===== src/rtl/core/jdc_pkg.sv =====
// ----------------------------------------------------------------------------
// jdc_pkg
// Shared widths, stage count and division constants for the Julian day
// to calendar converter.
// ----------------------------------------------------------------------------
package jdc_pkg;

    localparam int NUM_STAGES = 8;

    localparam int DAY_W   = 23;
    localparam int MS_W    = 27;
    localparam int YEAR_W  = 16;
    localparam int MONTH_W = 4;
    localparam int DOM_W   = 5;
    localparam int HOUR_W  = 5;
    localparam int MIN_W   = 6;
    localparam int SEC_W   = 6;
    localparam int MSEC_W  = 10;

    // Date path
    localparam logic [DAY_W-1:0] GREG_START = 23'd2299161;
    localparam logic [24:0]      GREG_OFS   = 25'd7468865;

    // Reciprocals: ceil(2^s / d), exact floor over the operand range
    localparam int          DIV_I_SH  = 43;
    localparam logic [63:0] DIV_I_DEN = 64'd146097;
    localparam logic [25:0] DIV_I_MUL =
        26'(((64'd1 << DIV_I_SH) + DIV_I_DEN - 64'd1) / DIV_I_DEN);

    localparam int          DIV_C_SH  = 41;
    localparam logic [63:0] DIV_C_DEN = 64'd7305;
    localparam logic [28:0] DIV_C_MUL =
        29'(((64'd1 << DIV_C_SH) + DIV_C_DEN - 64'd1) / DIV_C_DEN);

    localparam int          DIV_T_SH  = 20;
    localparam logic [63:0] DIV_T_DEN = 64'd153;
    localparam logic [12:0] DIV_T_MUL =
        13'(((64'd1 << DIV_T_SH) + DIV_T_DEN - 64'd1) / DIV_T_DEN);

    // Time path
    localparam logic [MS_W-1:0] MS_DAY_MAX    = 27'd86399999;
    localparam logic [MS_W-1:0] MS_PER_HOUR   = 27'd3600000;
    localparam logic [21:0]     MS_PER_MINUTE = 22'd60000;
    localparam logic [15:0]     MS_PER_SECOND = 16'd1000;

    localparam int          DIV_H_SH  = 49;
    localparam logic [63:0] DIV_H_DEN = 64'd3600000;
    localparam logic [27:0] DIV_H_MUL =
        28'(((64'd1 << DIV_H_SH) + DIV_H_DEN - 64'd1) / DIV_H_DEN);

    localparam int          DIV_M_SH  = 38;
    localparam logic [63:0] DIV_M_DEN = 64'd60000;
    localparam logic [22:0] DIV_M_MUL =
        23'(((64'd1 << DIV_M_SH) + DIV_M_DEN - 64'd1) / DIV_M_DEN);

    localparam int          DIV_S_SH  = 26;
    localparam logic [63:0] DIV_S_DEN = 64'd1000;
    localparam logic [16:0] DIV_S_MUL =
        17'(((64'd1 << DIV_S_SH) + DIV_S_DEN - 64'd1) / DIV_S_DEN);

    // floor(30.6001 * t)
    function automatic logic [8:0] month_days(input logic [3:0] t);
        logic [8:0] v;
        unique case (t)
            4'd0:  v = 9'd0;
            4'd1:  v = 9'd30;
            4'd2:  v = 9'd61;
            4'd3:  v = 9'd91;
            4'd4:  v = 9'd122;
            4'd5:  v = 9'd153;
            4'd6:  v = 9'd183;
            4'd7:  v = 9'd214;
            4'd8:  v = 9'd244;
            4'd9:  v = 9'd275;
            4'd10: v = 9'd306;
            4'd11: v = 9'd336;
            4'd12: v = 9'd367;
            4'd13: v = 9'd397;
            4'd14: v = 9'd428;
            4'd15: v = 9'd459;
        endcase
        return v;
    endfunction

endpackage


===== src/rtl/core/jdc_ifs.sv =====
// ----------------------------------------------------------------------------
// jdc_ifs
// Request and response channels of the Julian day to calendar converter.
// ----------------------------------------------------------------------------
interface jdc_req_if import jdc_pkg::*; ();
    logic              valid;
    logic              ready;
    logic [DAY_W-1:0]  day_number;
    logic [MS_W-1:0]   ms_of_day;

    modport source (output valid, day_number, ms_of_day, input ready);
    modport sink   (input valid, day_number, ms_of_day, output ready);
endinterface

interface jdc_rsp_if import jdc_pkg::*; ();
    logic                     valid;
    logic                     ready;
    logic signed [YEAR_W-1:0] year;
    logic [MONTH_W-1:0]       month;
    logic [DOM_W-1:0]         day_of_month;
    logic [HOUR_W-1:0]        hour;
    logic [MIN_W-1:0]         minute;
    logic [SEC_W-1:0]         second;
    logic [MSEC_W-1:0]        millisecond;

    modport source (output valid, year, month, day_of_month, hour, minute, second,
                    millisecond, input ready);
    modport sink   (input valid, year, month, day_of_month, hour, minute, second,
                    millisecond, output ready);
endinterface


===== src/rtl/core/jdc_date.sv =====
// ----------------------------------------------------------------------------
// jdc_date
// Eight-stage date pipeline: day number to year, month and day of month.
// ----------------------------------------------------------------------------
module jdc_date import jdc_pkg::*; (
    input  logic                     i_clk,
    input  logic [NUM_STAGES-1:0]    i_en,
    input  logic [DAY_W-1:0]         i_day_number,
    output logic signed [YEAR_W-1:0] o_year,
    output logic [MONTH_W-1:0]       o_month,
    output logic [DOM_W-1:0]         o_day_of_month
);

    // stage 1
    logic             n1_greg;
    logic [24:0]      n1_x;
    logic             r1_greg;
    logic [24:0]      r1_x;
    logic [DAY_W-1:0] r1_z;

    assign n1_greg = (i_day_number >= GREG_START);
    assign n1_x    = {i_day_number, 2'b00} - GREG_OFS;

    always_ff @(posedge i_clk) begin
        if (i_en[0]) begin
            r1_greg <= n1_greg;
            r1_x    <= n1_x;
            r1_z    <= i_day_number;
        end
    end

    // stage 2: century count
    logic [50:0]      prod_i;
    logic [7:0]       n2_i;
    logic [7:0]       r2_i;
    logic             r2_greg;
    logic [DAY_W-1:0] r2_z;

    assign prod_i = 51'(r1_x) * 51'(DIV_I_MUL);
    assign n2_i   = prod_i[DIV_I_SH +: 8];

    always_ff @(posedge i_clk) begin
        if (i_en[1]) begin
            r2_i    <= n2_i;
            r2_greg <= r1_greg;
            r2_z    <= r1_z;
        end
    end

    // stage 3: b
    logic [23:0] n3_ofs;
    logic [23:0] n3_b;
    logic [23:0] r3_b;

    assign n3_ofs = r2_greg ? (24'd1525 + 24'(r2_i) - 24'(r2_i >> 2)) : 24'd1524;
    assign n3_b   = {1'b0, r2_z} + n3_ofs;

    always_ff @(posedge i_clk) begin
        if (i_en[2]) begin
            r3_b <= n3_b;
        end
    end

    // stage 4: 20b - 2442
    logic [27:0] n4_y;
    logic [27:0] r4_y;
    logic [23:0] r4_b;

    assign n4_y = 28'(r3_b) * 28'd20 - 28'd2442;

    always_ff @(posedge i_clk) begin
        if (i_en[3]) begin
            r4_y <= n4_y;
            r4_b <= r3_b;
        end
    end

    // stage 5: c
    logic [56:0] prod_c;
    logic [14:0] n5_c;
    logic [14:0] r5_c;
    logic [23:0] r5_b;

    assign prod_c = 57'(r4_y) * 57'(DIV_C_MUL);
    assign n5_c   = prod_c[DIV_C_SH +: 15];

    always_ff @(posedge i_clk) begin
        if (i_en[4]) begin
            r5_c <= n5_c;
            r5_b <= r4_b;
        end
    end

    // stage 6: day within the year, both year candidates
    logic [25:0] n6_prod;
    logic [23:0] n6_diff;
    logic [15:0] n6_yr_a;
    logic [15:0] n6_yr_b;
    logic [8:0]  r6_bd;
    logic [15:0] r6_yr_a;
    logic [15:0] r6_yr_b;

    assign n6_prod = 26'(r5_c) * 26'd1461;
    assign n6_diff = r5_b - 24'(n6_prod >> 2);
    assign n6_yr_a = {1'b0, r5_c} - 16'd4716;
    assign n6_yr_b = {1'b0, r5_c} - 16'd4715;

    always_ff @(posedge i_clk) begin
        if (i_en[5]) begin
            r6_bd   <= n6_diff[8:0];
            r6_yr_a <= n6_yr_a;
            r6_yr_b <= n6_yr_b;
        end
    end

    // stage 7: month estimate t
    logic [11:0] n7_bd5;
    logic [24:0] prod_t;
    logic [3:0]  r7_t;
    logic [8:0]  r7_bd;
    logic [15:0] r7_yr_a;
    logic [15:0] r7_yr_b;

    assign n7_bd5 = {1'b0, r6_bd, 2'b00} + {3'b000, r6_bd};
    assign prod_t = 25'(n7_bd5) * 25'(DIV_T_MUL);

    always_ff @(posedge i_clk) begin
        if (i_en[6]) begin
            r7_t    <= prod_t[DIV_T_SH +: 4];
            r7_bd   <= r6_bd;
            r7_yr_a <= r6_yr_a;
            r7_yr_b <= r6_yr_b;
        end
    end

    // stage 8: day of month with step-back, month, year
    logic [8:0]         n8_sub;
    logic [8:0]         n8_sub_p;
    logic [3:0]         n8_t_p;
    logic [8:0]         n8_dom0;
    logic [8:0]         n8_dom1;
    logic               n8_retry;
    logic [3:0]         n8_t;
    logic [8:0]         n8_dom;
    logic [MONTH_W-1:0] n8_month;
    logic [15:0]        n8_year;
    logic [15:0]        r8_year;
    logic [MONTH_W-1:0] r8_month;
    logic [DOM_W-1:0]   r8_dom;

    assign n8_t_p   = r7_t - 4'd1;
    assign n8_sub   = month_days(r7_t);
    assign n8_sub_p = month_days(n8_t_p);
    assign n8_dom0  = (r7_bd >= n8_sub) ? (r7_bd - n8_sub) : 9'd0;
    assign n8_dom1  = (r7_bd >= n8_sub_p) ? (r7_bd - n8_sub_p) : 9'd0;
    assign n8_retry = (n8_dom0 == 9'd0) && (r7_t != 4'd0);
    assign n8_t     = n8_retry ? n8_t_p : r7_t;
    assign n8_dom   = n8_retry ? n8_dom1 : n8_dom0;
    assign n8_month = (n8_t < 4'd14) ? (n8_t - 4'd1) : (n8_t - 4'd13);
    assign n8_year  = (n8_month > 4'd2) ? r7_yr_a : r7_yr_b;

    always_ff @(posedge i_clk) begin
        if (i_en[7]) begin
            r8_year  <= n8_year;
            r8_month <= n8_month;
            r8_dom   <= n8_dom[DOM_W-1:0];
        end
    end

    assign o_year         = signed'(r8_year);
    assign o_month        = r8_month;
    assign o_day_of_month = r8_dom;

endmodule


===== src/rtl/core/jdc_time.sv =====
// ----------------------------------------------------------------------------
// jdc_time
// Eight-stage time pipeline: millisecond of day to hour, minute, second and
// millisecond.
// ----------------------------------------------------------------------------
module jdc_time import jdc_pkg::*; (
    input  logic                  i_clk,
    input  logic [NUM_STAGES-1:0] i_en,
    input  logic [MS_W-1:0]       i_ms_of_day,
    output logic [HOUR_W-1:0]     o_hour,
    output logic [MIN_W-1:0]      o_minute,
    output logic [SEC_W-1:0]      o_second,
    output logic [MSEC_W-1:0]     o_millisecond
);

    // stage 1: clamp to end of day
    logic [MS_W-1:0] n1_ms;
    logic [MS_W-1:0] r1_ms;

    assign n1_ms = (i_ms_of_day > MS_DAY_MAX) ? MS_DAY_MAX : i_ms_of_day;

    always_ff @(posedge i_clk) begin
        if (i_en[0]) begin
            r1_ms <= n1_ms;
        end
    end

    // stage 2: hour
    logic [54:0]       prod_h;
    logic [HOUR_W-1:0] r2_hour;
    logic [MS_W-1:0]   r2_ms;

    assign prod_h = 55'(r1_ms) * 55'(DIV_H_MUL);

    always_ff @(posedge i_clk) begin
        if (i_en[1]) begin
            r2_hour <= prod_h[DIV_H_SH +: HOUR_W];
            r2_ms   <= r1_ms;
        end
    end

    // stage 3: ms within the hour
    logic [MS_W-1:0]   n3_diff;
    logic [21:0]       r3_rem;
    logic [HOUR_W-1:0] r3_hour;

    assign n3_diff = r2_ms - MS_W'(r2_hour) * MS_PER_HOUR;

    always_ff @(posedge i_clk) begin
        if (i_en[2]) begin
            r3_rem  <= n3_diff[21:0];
            r3_hour <= r2_hour;
        end
    end

    // stage 4: minute
    logic [44:0]       prod_m;
    logic [MIN_W-1:0]  r4_min;
    logic [21:0]       r4_rem;
    logic [HOUR_W-1:0] r4_hour;

    assign prod_m = 45'(r3_rem) * 45'(DIV_M_MUL);

    always_ff @(posedge i_clk) begin
        if (i_en[3]) begin
            r4_min  <= prod_m[DIV_M_SH +: MIN_W];
            r4_rem  <= r3_rem;
            r4_hour <= r3_hour;
        end
    end

    // stage 5: ms within the minute
    logic [21:0]       n5_diff;
    logic [15:0]       r5_rem;
    logic [MIN_W-1:0]  r5_min;
    logic [HOUR_W-1:0] r5_hour;

    assign n5_diff = r4_rem - 22'(r4_min) * MS_PER_MINUTE;

    always_ff @(posedge i_clk) begin
        if (i_en[4]) begin
            r5_rem  <= n5_diff[15:0];
            r5_min  <= r4_min;
            r5_hour <= r4_hour;
        end
    end

    // stage 6: second
    logic [32:0]       prod_s;
    logic [SEC_W-1:0]  r6_sec;
    logic [15:0]       r6_rem;
    logic [MIN_W-1:0]  r6_min;
    logic [HOUR_W-1:0] r6_hour;

    assign prod_s = 33'(r5_rem) * 33'(DIV_S_MUL);

    always_ff @(posedge i_clk) begin
        if (i_en[5]) begin
            r6_sec  <= prod_s[DIV_S_SH +: SEC_W];
            r6_rem  <= r5_rem;
            r6_min  <= r5_min;
            r6_hour <= r5_hour;
        end
    end

    // stage 7: millisecond
    logic [15:0]       n7_diff;
    logic [MSEC_W-1:0] r7_msec;
    logic [SEC_W-1:0]  r7_sec;
    logic [MIN_W-1:0]  r7_min;
    logic [HOUR_W-1:0] r7_hour;

    assign n7_diff = r6_rem - 16'(r6_sec) * MS_PER_SECOND;

    always_ff @(posedge i_clk) begin
        if (i_en[6]) begin
            r7_msec <= n7_diff[MSEC_W-1:0];
            r7_sec  <= r6_sec;
            r7_min  <= r6_min;
            r7_hour <= r6_hour;
        end
    end

    // stage 8: output register, aligned with the date path
    logic [MSEC_W-1:0] r8_msec;
    logic [SEC_W-1:0]  r8_sec;
    logic [MIN_W-1:0]  r8_min;
    logic [HOUR_W-1:0] r8_hour;

    always_ff @(posedge i_clk) begin
        if (i_en[7]) begin
            r8_msec <= r7_msec;
            r8_sec  <= r7_sec;
            r8_min  <= r7_min;
            r8_hour <= r7_hour;
        end
    end

    assign o_hour        = r8_hour;
    assign o_minute      = r8_min;
    assign o_second      = r8_sec;
    assign o_millisecond = r8_msec;

endmodule


===== src/rtl/core/julian_day_to_calendar.sv =====
// ----------------------------------------------------------------------------
// julian_day_to_calendar
// Converts a Julian day number and millisecond of day into calendar date and
// time (Meeus method, Julian calendar before day 2299161, Gregorian from it on).
// One transfer is taken every cycle unless ready is low. The date and time
// paths are each eight register stages, with at most one reciprocal
// multiplier or multiply-subtract per stage and a valid bit per stage.
// Bubbles are squeezed out on a stall, so ready drops only when all eight
// stages hold items and the response is not taken. A millisecond count past
// the end of the day is clamped to 23:59:59.999 of the same day.
// ----------------------------------------------------------------------------
module julian_day_to_calendar import jdc_pkg::*; (
    input  logic      i_clk,
    input  logic      i_rst_n,
    jdc_req_if.sink   i_req,
    jdc_rsp_if.source o_rsp
);

    logic [NUM_STAGES-1:0] r_valid;
    logic [NUM_STAGES-1:0] n_valid;
    logic [NUM_STAGES-1:0] stage_en;

    always_comb begin
        stage_en[NUM_STAGES-1] = !r_valid[NUM_STAGES-1] || o_rsp.ready;
        for (int k = NUM_STAGES - 2; k >= 0; k--) begin
            stage_en[k] = !r_valid[k] || stage_en[k+1];
        end
    end

    always_comb begin
        n_valid[0] = stage_en[0] ? i_req.valid : r_valid[0];
        for (int k = 1; k < NUM_STAGES; k++) begin
            n_valid[k] = stage_en[k] ? r_valid[k-1] : r_valid[k];
        end
    end

    always_ff @(posedge i_clk) begin
        if (!i_rst_n) begin
            r_valid <= '0;
        end else begin
            r_valid <= n_valid;
        end
    end

    assign i_req.ready = stage_en[0];
    assign o_rsp.valid = r_valid[NUM_STAGES-1];

    jdc_date u_date (
        .i_clk          (i_clk),
        .i_en           (stage_en),
        .i_day_number   (i_req.day_number),
        .o_year         (o_rsp.year),
        .o_month        (o_rsp.month),
        .o_day_of_month (o_rsp.day_of_month)
    );

    jdc_time u_time (
        .i_clk         (i_clk),
        .i_en          (stage_en),
        .i_ms_of_day   (i_req.ms_of_day),
        .o_hour        (o_rsp.hour),
        .o_minute      (o_rsp.minute),
        .o_second      (o_rsp.second),
        .o_millisecond (o_rsp.millisecond)
    );

    // back-pressure only with a full pipe
    a_full_when_blocked: assert property (@(posedge i_clk) disable iff (!i_rst_n)
        !i_req.ready |-> (&r_valid))
        else $error("request stalled with a free stage");

    a_entry_tracked: assert property (@(posedge i_clk) disable iff (!i_rst_n)
        (i_req.valid && i_req.ready) |=> r_valid[0])
        else $error("transfer not captured in first stage");

    a_date_range: assert property (@(posedge i_clk) disable iff (!i_rst_n)
        o_rsp.valid |-> (o_rsp.month >= 4'd1 && o_rsp.month <= 4'd12 &&
                         o_rsp.day_of_month >= 5'd1 && o_rsp.day_of_month <= 5'd31))
        else $error("date out of range");

    a_time_range: assert property (@(posedge i_clk) disable iff (!i_rst_n)
        o_rsp.valid |-> (o_rsp.hour <= 5'd23 && o_rsp.minute <= 6'd59 &&
                         o_rsp.second <= 6'd59 && o_rsp.millisecond <= 10'd999))
        else $error("time out of range");

endmodule


===== src/flat_wrapper.sv =====
// flat-port wrapper written by rule: the top's interface ports become plain ports
module julian_day_to_calendar_flat import jdc_pkg::*;
  (i_clk, i_rst_n, i_req_valid, i_req_day_number, i_req_ms_of_day, i_req_ready, o_rsp_valid, o_rsp_year, o_rsp_month, o_rsp_day_of_month, o_rsp_hour, o_rsp_minute, o_rsp_second, o_rsp_millisecond, o_rsp_ready);
  jdc_req_if i_req_i ();
  jdc_rsp_if o_rsp_i ();
  input  logic i_clk;
  input  logic i_rst_n;
  input wire logic [$bits(i_req_i.valid)-1:0] i_req_valid;
  input wire logic [$bits(i_req_i.day_number)-1:0] i_req_day_number;
  input wire logic [$bits(i_req_i.ms_of_day)-1:0] i_req_ms_of_day;
  output wire logic [$bits(i_req_i.ready)-1:0] i_req_ready;
  output wire logic [$bits(o_rsp_i.valid)-1:0] o_rsp_valid;
  output wire logic [$bits(o_rsp_i.year)-1:0] o_rsp_year;
  output wire logic [$bits(o_rsp_i.month)-1:0] o_rsp_month;
  output wire logic [$bits(o_rsp_i.day_of_month)-1:0] o_rsp_day_of_month;
  output wire logic [$bits(o_rsp_i.hour)-1:0] o_rsp_hour;
  output wire logic [$bits(o_rsp_i.minute)-1:0] o_rsp_minute;
  output wire logic [$bits(o_rsp_i.second)-1:0] o_rsp_second;
  output wire logic [$bits(o_rsp_i.millisecond)-1:0] o_rsp_millisecond;
  input wire logic [$bits(o_rsp_i.ready)-1:0] o_rsp_ready;
  assign i_req_i.valid = i_req_valid;
  assign i_req_i.day_number = i_req_day_number;
  assign i_req_i.ms_of_day = i_req_ms_of_day;
  assign i_req_ready = i_req_i.ready;
  assign o_rsp_valid = o_rsp_i.valid;
  assign o_rsp_year = o_rsp_i.year;
  assign o_rsp_month = o_rsp_i.month;
  assign o_rsp_day_of_month = o_rsp_i.day_of_month;
  assign o_rsp_hour = o_rsp_i.hour;
  assign o_rsp_minute = o_rsp_i.minute;
  assign o_rsp_second = o_rsp_i.second;
  assign o_rsp_millisecond = o_rsp_i.millisecond;
  assign o_rsp_i.ready = o_rsp_ready;
  julian_day_to_calendar u_core (.i_clk(i_clk), .i_rst_n(i_rst_n), .i_req(i_req_i), .o_rsp(o_rsp_i));
endmodule

===== config.mk =====
export PLATFORM = sky130hd
export DESIGN_NAME = julian_day_to_calendar_flat
export DESIGN_NICKNAME = d
export VERILOG_FILES = /design/src/rtl/core/jdc_pkg.sv /design/src/rtl/core/jdc_ifs.sv /design/src/rtl/core/jdc_date.sv /design/src/rtl/core/jdc_time.sv /design/src/rtl/core/julian_day_to_calendar.sv /design/src/flat_wrapper.sv
export SDC_FILE = /design/constraint.sdc
export NUM_CORES = 2
export LEC_CHECK = 0
export BUFFER_PORTS_ARGS = -buffer_cell sky130_fd_sc_hd__buf_2
export CORE_ASPECT_RATIO = 0.8
export CORE_UTILIZATION = 36
export CTS_CLUSTER_DIAMETER = 30
export DETAILED_ROUTE_END_ITERATION = 8
export SYNTH_ARGS = -nofsm -noshare
export SYNTH_HDL_FRONTEND = slang
export SYNTH_SLANG_ARGS = --single-unit

===== constraint.sdc =====
create_clock -name i_clk -period 7.1 [get_ports i_clk]
set_clock_uncertainty 0.2 [all_clocks]
set_input_delay 1.065 -clock i_clk [delete_from_list [all_inputs] [get_ports i_clk]]
set_output_delay 1.065 -clock i_clk [all_outputs]
set_load 0.005 [all_outputs]

==> results.json <==
{
  "status": "complete, but fails checks",
  "failed_checks": "DRC",
  "h-tree-depth": 3,
  "synth_top_area_share_pct": 30.4,
  "clkLatencyLatePin_ns": 0.74,
  "r2r_end": "u_core.u_date.r5_c[14]",
  "async_flop_share_pct": 0,
  "rsz0062_at_grt": "true",
  "num_rows": 147,
  "drtIter0Drc": 2106,
  "drt_pass1_iterations": 9,
  "dieArea_mm2": 0.204,
  "grtUsageTotal_pct": 17.4,
  "hold_viol": 0,
  "wl_per_cell_um": 17.0,
  "antenna_found_initial": 15,
  "core-area_mm2": 0.201,
  "chipHeight_um": 405,
  "slew_headroom_pct": 20.3,
  "crit_required_ns": 7.39,
  "vias": 46500,
  "period_share_pct": 99.8,
  "grt_pass1_wl_um": 278000,
  "fin_area_mm2": 0.0855,
  "clock-sinks": 506,
  "nFillCells": 19000,
  "worst-r2r-setup-slack_ns": 0.01,
  "yosysMostFrequentCell": "inv_1",
  "synth_area_leaders": "fa_1 30%, ha_1 25%, edfxtp_1 20%, inv_1 11%, xnor2_1 2.0%",
  "syn_area_per_cell_um2": 11.0,
  "dp_hpwl_um": 150000,
  "cts_root_buf": "clkbuf_16",
  "slew_violations": 0,
  "start_util_pct": 36.3,
  "place.gp.congestion": 0.953,
  "cts_max_path_buffers": 3,
  "arrival_ns": 7.38,
  "finalSetupViolCount": 0,
  "syn_nets": 9253,
  "cts_tree": "built",
  "cp_max_fo": 5,
  "ant_nets": 0,
  "ys_seq_area_share_pct": 20.6,
  "max_freq_mhz": 141,
  "viasPerCell": 4.60,
  "ys_ff_latch": 506,
  "grt_pass1_vias": 50900,
  "drive_above_1_share_pct": 13.4,
  "clk_pin_slew_ns": 0.05,
  "gr-total-overflow": 0,
  "netlist_area_mm2": 0.0729,
  "hold_path.class": "reg -> reg",
  "end_kind": "register",
  "hold_depth": 0,
  "synth-main-ff-cell": "edfxtp_1",
  "drt-total-wl_um": 171000,
  "holdBufCountCts": 0,
  "hp-start": "u_core.u_date.r6_yr_b[6]",
  "io_pins": 108,
  "dpl_cell_area_mm2": 0.0799,
  "synthCells": 6628,
  "fin_crit_ns": 7.09,
  "hold_end": "u_core.u_date.r7_yr_b[6]",
  "layout.nets": 9926,
  "worst_r2r_path_depth": 26,
  "grt_start_max_net_pins": 75,
  "ys_warn_count": 0,
  "drcViolationCount": 6,
  "syn_to_final_growth_pct": 17.2,
  "cap_violations": 0,
  "synth_cell_types": 79,
  "tightest_slew_ns": 1.19,
  "r2r-start": "u_core.u_date.r4_y[14]",
  "crit_path_start_kind": "register",
  "yosys.area.top_type": "fa_1",
  "path_class": "reg -> reg",
  "ys_top_cells_by_count": "2047 x inv_1, 1463 x ha_1, 1108 x fa_1",
  "port_buffers": 107,
  "cts_buffers": 116,
  "synth_enable_flop_cells": 489,
  "die_width_um": 505
}
## per-layer routing
metal  vias up  GRT usage (%)  wire [µm]
met3       202           4.65      12100
met5         -              0        100
met1     23000           24.5      82100
li1      22400              -          -
met4        16           3.36       2760
met2       862           26.8      74400
## per-stage QoR
stage	setup TNS (ns)	worst slack (ns)	hold slack (ns)	std cells	utilization, %
6_report	0	0.0112	0.184	10100	42.5
5_1_grt	-1.15	-0.198	0.178	10100	42.5
4_1_cts	-0.0146	-0.0146	0.164	10000	41.9
3_5_place_dp	-2.11	-0.342	0.205	9806	39.7
3_3_place_gp	-1.35	-0.277	0.202	9806	39.7
2_1_floorplan	0	0.0800	0.200	6628	-
## flip-flops by register name, indices dropped and copies added, names as in the netlist, 16 cells and up
register and count:
u_core.u_date.r1_z 23, u_core.u_time.r1_ms 27, u_core.u_time.r2_ms 22, u_core.u_date.o_year 16, u_core.u_date.r6_yr_b 16, u_core.u_date.r6_yr_a 16
u_core.u_date.r1_x 23, u_core.u_date.r2_z 23, u_core.u_time.r3_rem 22, u_core.u_time.r5_rem 16, u_core.u_time.r4_rem 16, u_core.u_date.r7_yr_b 16
u_core.u_date.r3_b 24, u_core.u_date.r4_y 26, u_core.u_date.r7_yr_a 16
## kinds of logic (layout without fill, tap and decap cells)
kind of cell | count (synthesis) | in the layout | share of synthesized area, %
other | 0 | 5 | 0
buffers and inverters | 2066 | 2843 | 10.6
DFF | 506 | 506 | 20.6
xor gates and xnor gates | 257 | 257 | 3.10
adders and majority gates | 2571 | 2571 | 55.5
AOI/OAI and AO/OA | 636 | 636 | 5.71
and+or+nand+nor | 558 | 558 | 3.86
muxes | 34 | 34 | 0.559
## layout make-up
class / instances / area (µm²) / area share, %
clock inverter: 91 / 1140 / 1.34
clock buffer: 131 / 3010 / 3.52
inverter: 2048 / 7690 / 9.00
multi-input combinational: 4056 / 51000 / 59.7
timing repair buffer: 573 / 4210 / 4.92
antenna: 5 / 12.5 / 0.0146
tap: 2682 / 3360 / 3.93
sequential: 506 / 15000 / 17.6
## how the worst max path moves through the flow
stage	endpoint	slack (ns)	from
after CTS	u_core.u_time.r2_hour[4]	-0.01	u_core.u_time.r1_ms[22]
after global placement	u_core.u_time.r2_hour[4]	-0.28	u_core.u_time.r1_ms[20]
after global routing	u_core.u_date.r5_c[14]	-0.20	u_core.u_date.r4_y[13]
after floorplan	u_core.u_date.r5_c[14]	0.08	u_core.u_date.r4_y[11]
after detailed placement	u_core.u_time.r2_hour[4]	-0.34	u_core.u_time.r1_ms[20]
final	u_core.u_date.r5_c[14]	0.01	u_core.u_date.r4_y[14]
## critical path, cell delays in order (launching register included)
cell and delay (ns):
edfxtp_1 0.44, buf_6 0.17, buf_4 0.17, ha_1 0.31, inv_1 0.06, fa_1 0.48, inv_1 0.05, fa_2 0.53
fa_1 0.46, fa_2 0.41, fa_1 0.52, inv_2 0.04, fa_1 0.53, inv_2 0.05, ha_4 0.25, buf_6 0.11
nand4_1 0.14, o22ai_2 0.10, o41ai_2 0.38, nand2_1 0.08, o211ai_1 0.20, buf_4 0.17, a21oi_4 0.07, a221oi_4 0.30
o211ai_1 0.15, a2111oi_2 0.38, nor3b_1 0.09
## layout by cell type (no fill, tap or decap), types with 23 or more instances in the layout
master,count
or2_2,26
nor2_1,133
nor2b_1,47
ha_4,27
a21o_1,108
a21oi_1,156
nand2b_1,29
fa_1,1085
o21a_1,41
o21ai_0,108
fa_2,23
edfxtp_1,489
inv_2,30
buf_2,107
nor3_1,47
xor2_1,86
xnor2_1,160
ha_1,1431
nand2_1,107
nand4_1,39
clkbuf_16,118
buf_4,439
inv_1,2017
nand3_1,44
## what timing repair did
| item | in CTS | in global routing |
|---|---|---|
| pin swaps | 24 | 119 |
| gates resized for setup | 32 | 175 |
| setup endpoints to repair | 22 | 35 |
| endpoints found under the hold margin | 0 | 0 |
| setup buffers | 18 | 43 |
Power is left out: the tool's default activity adds up to more than one toggle a clock period on the data nets, which glitch-free logic cannot reach.
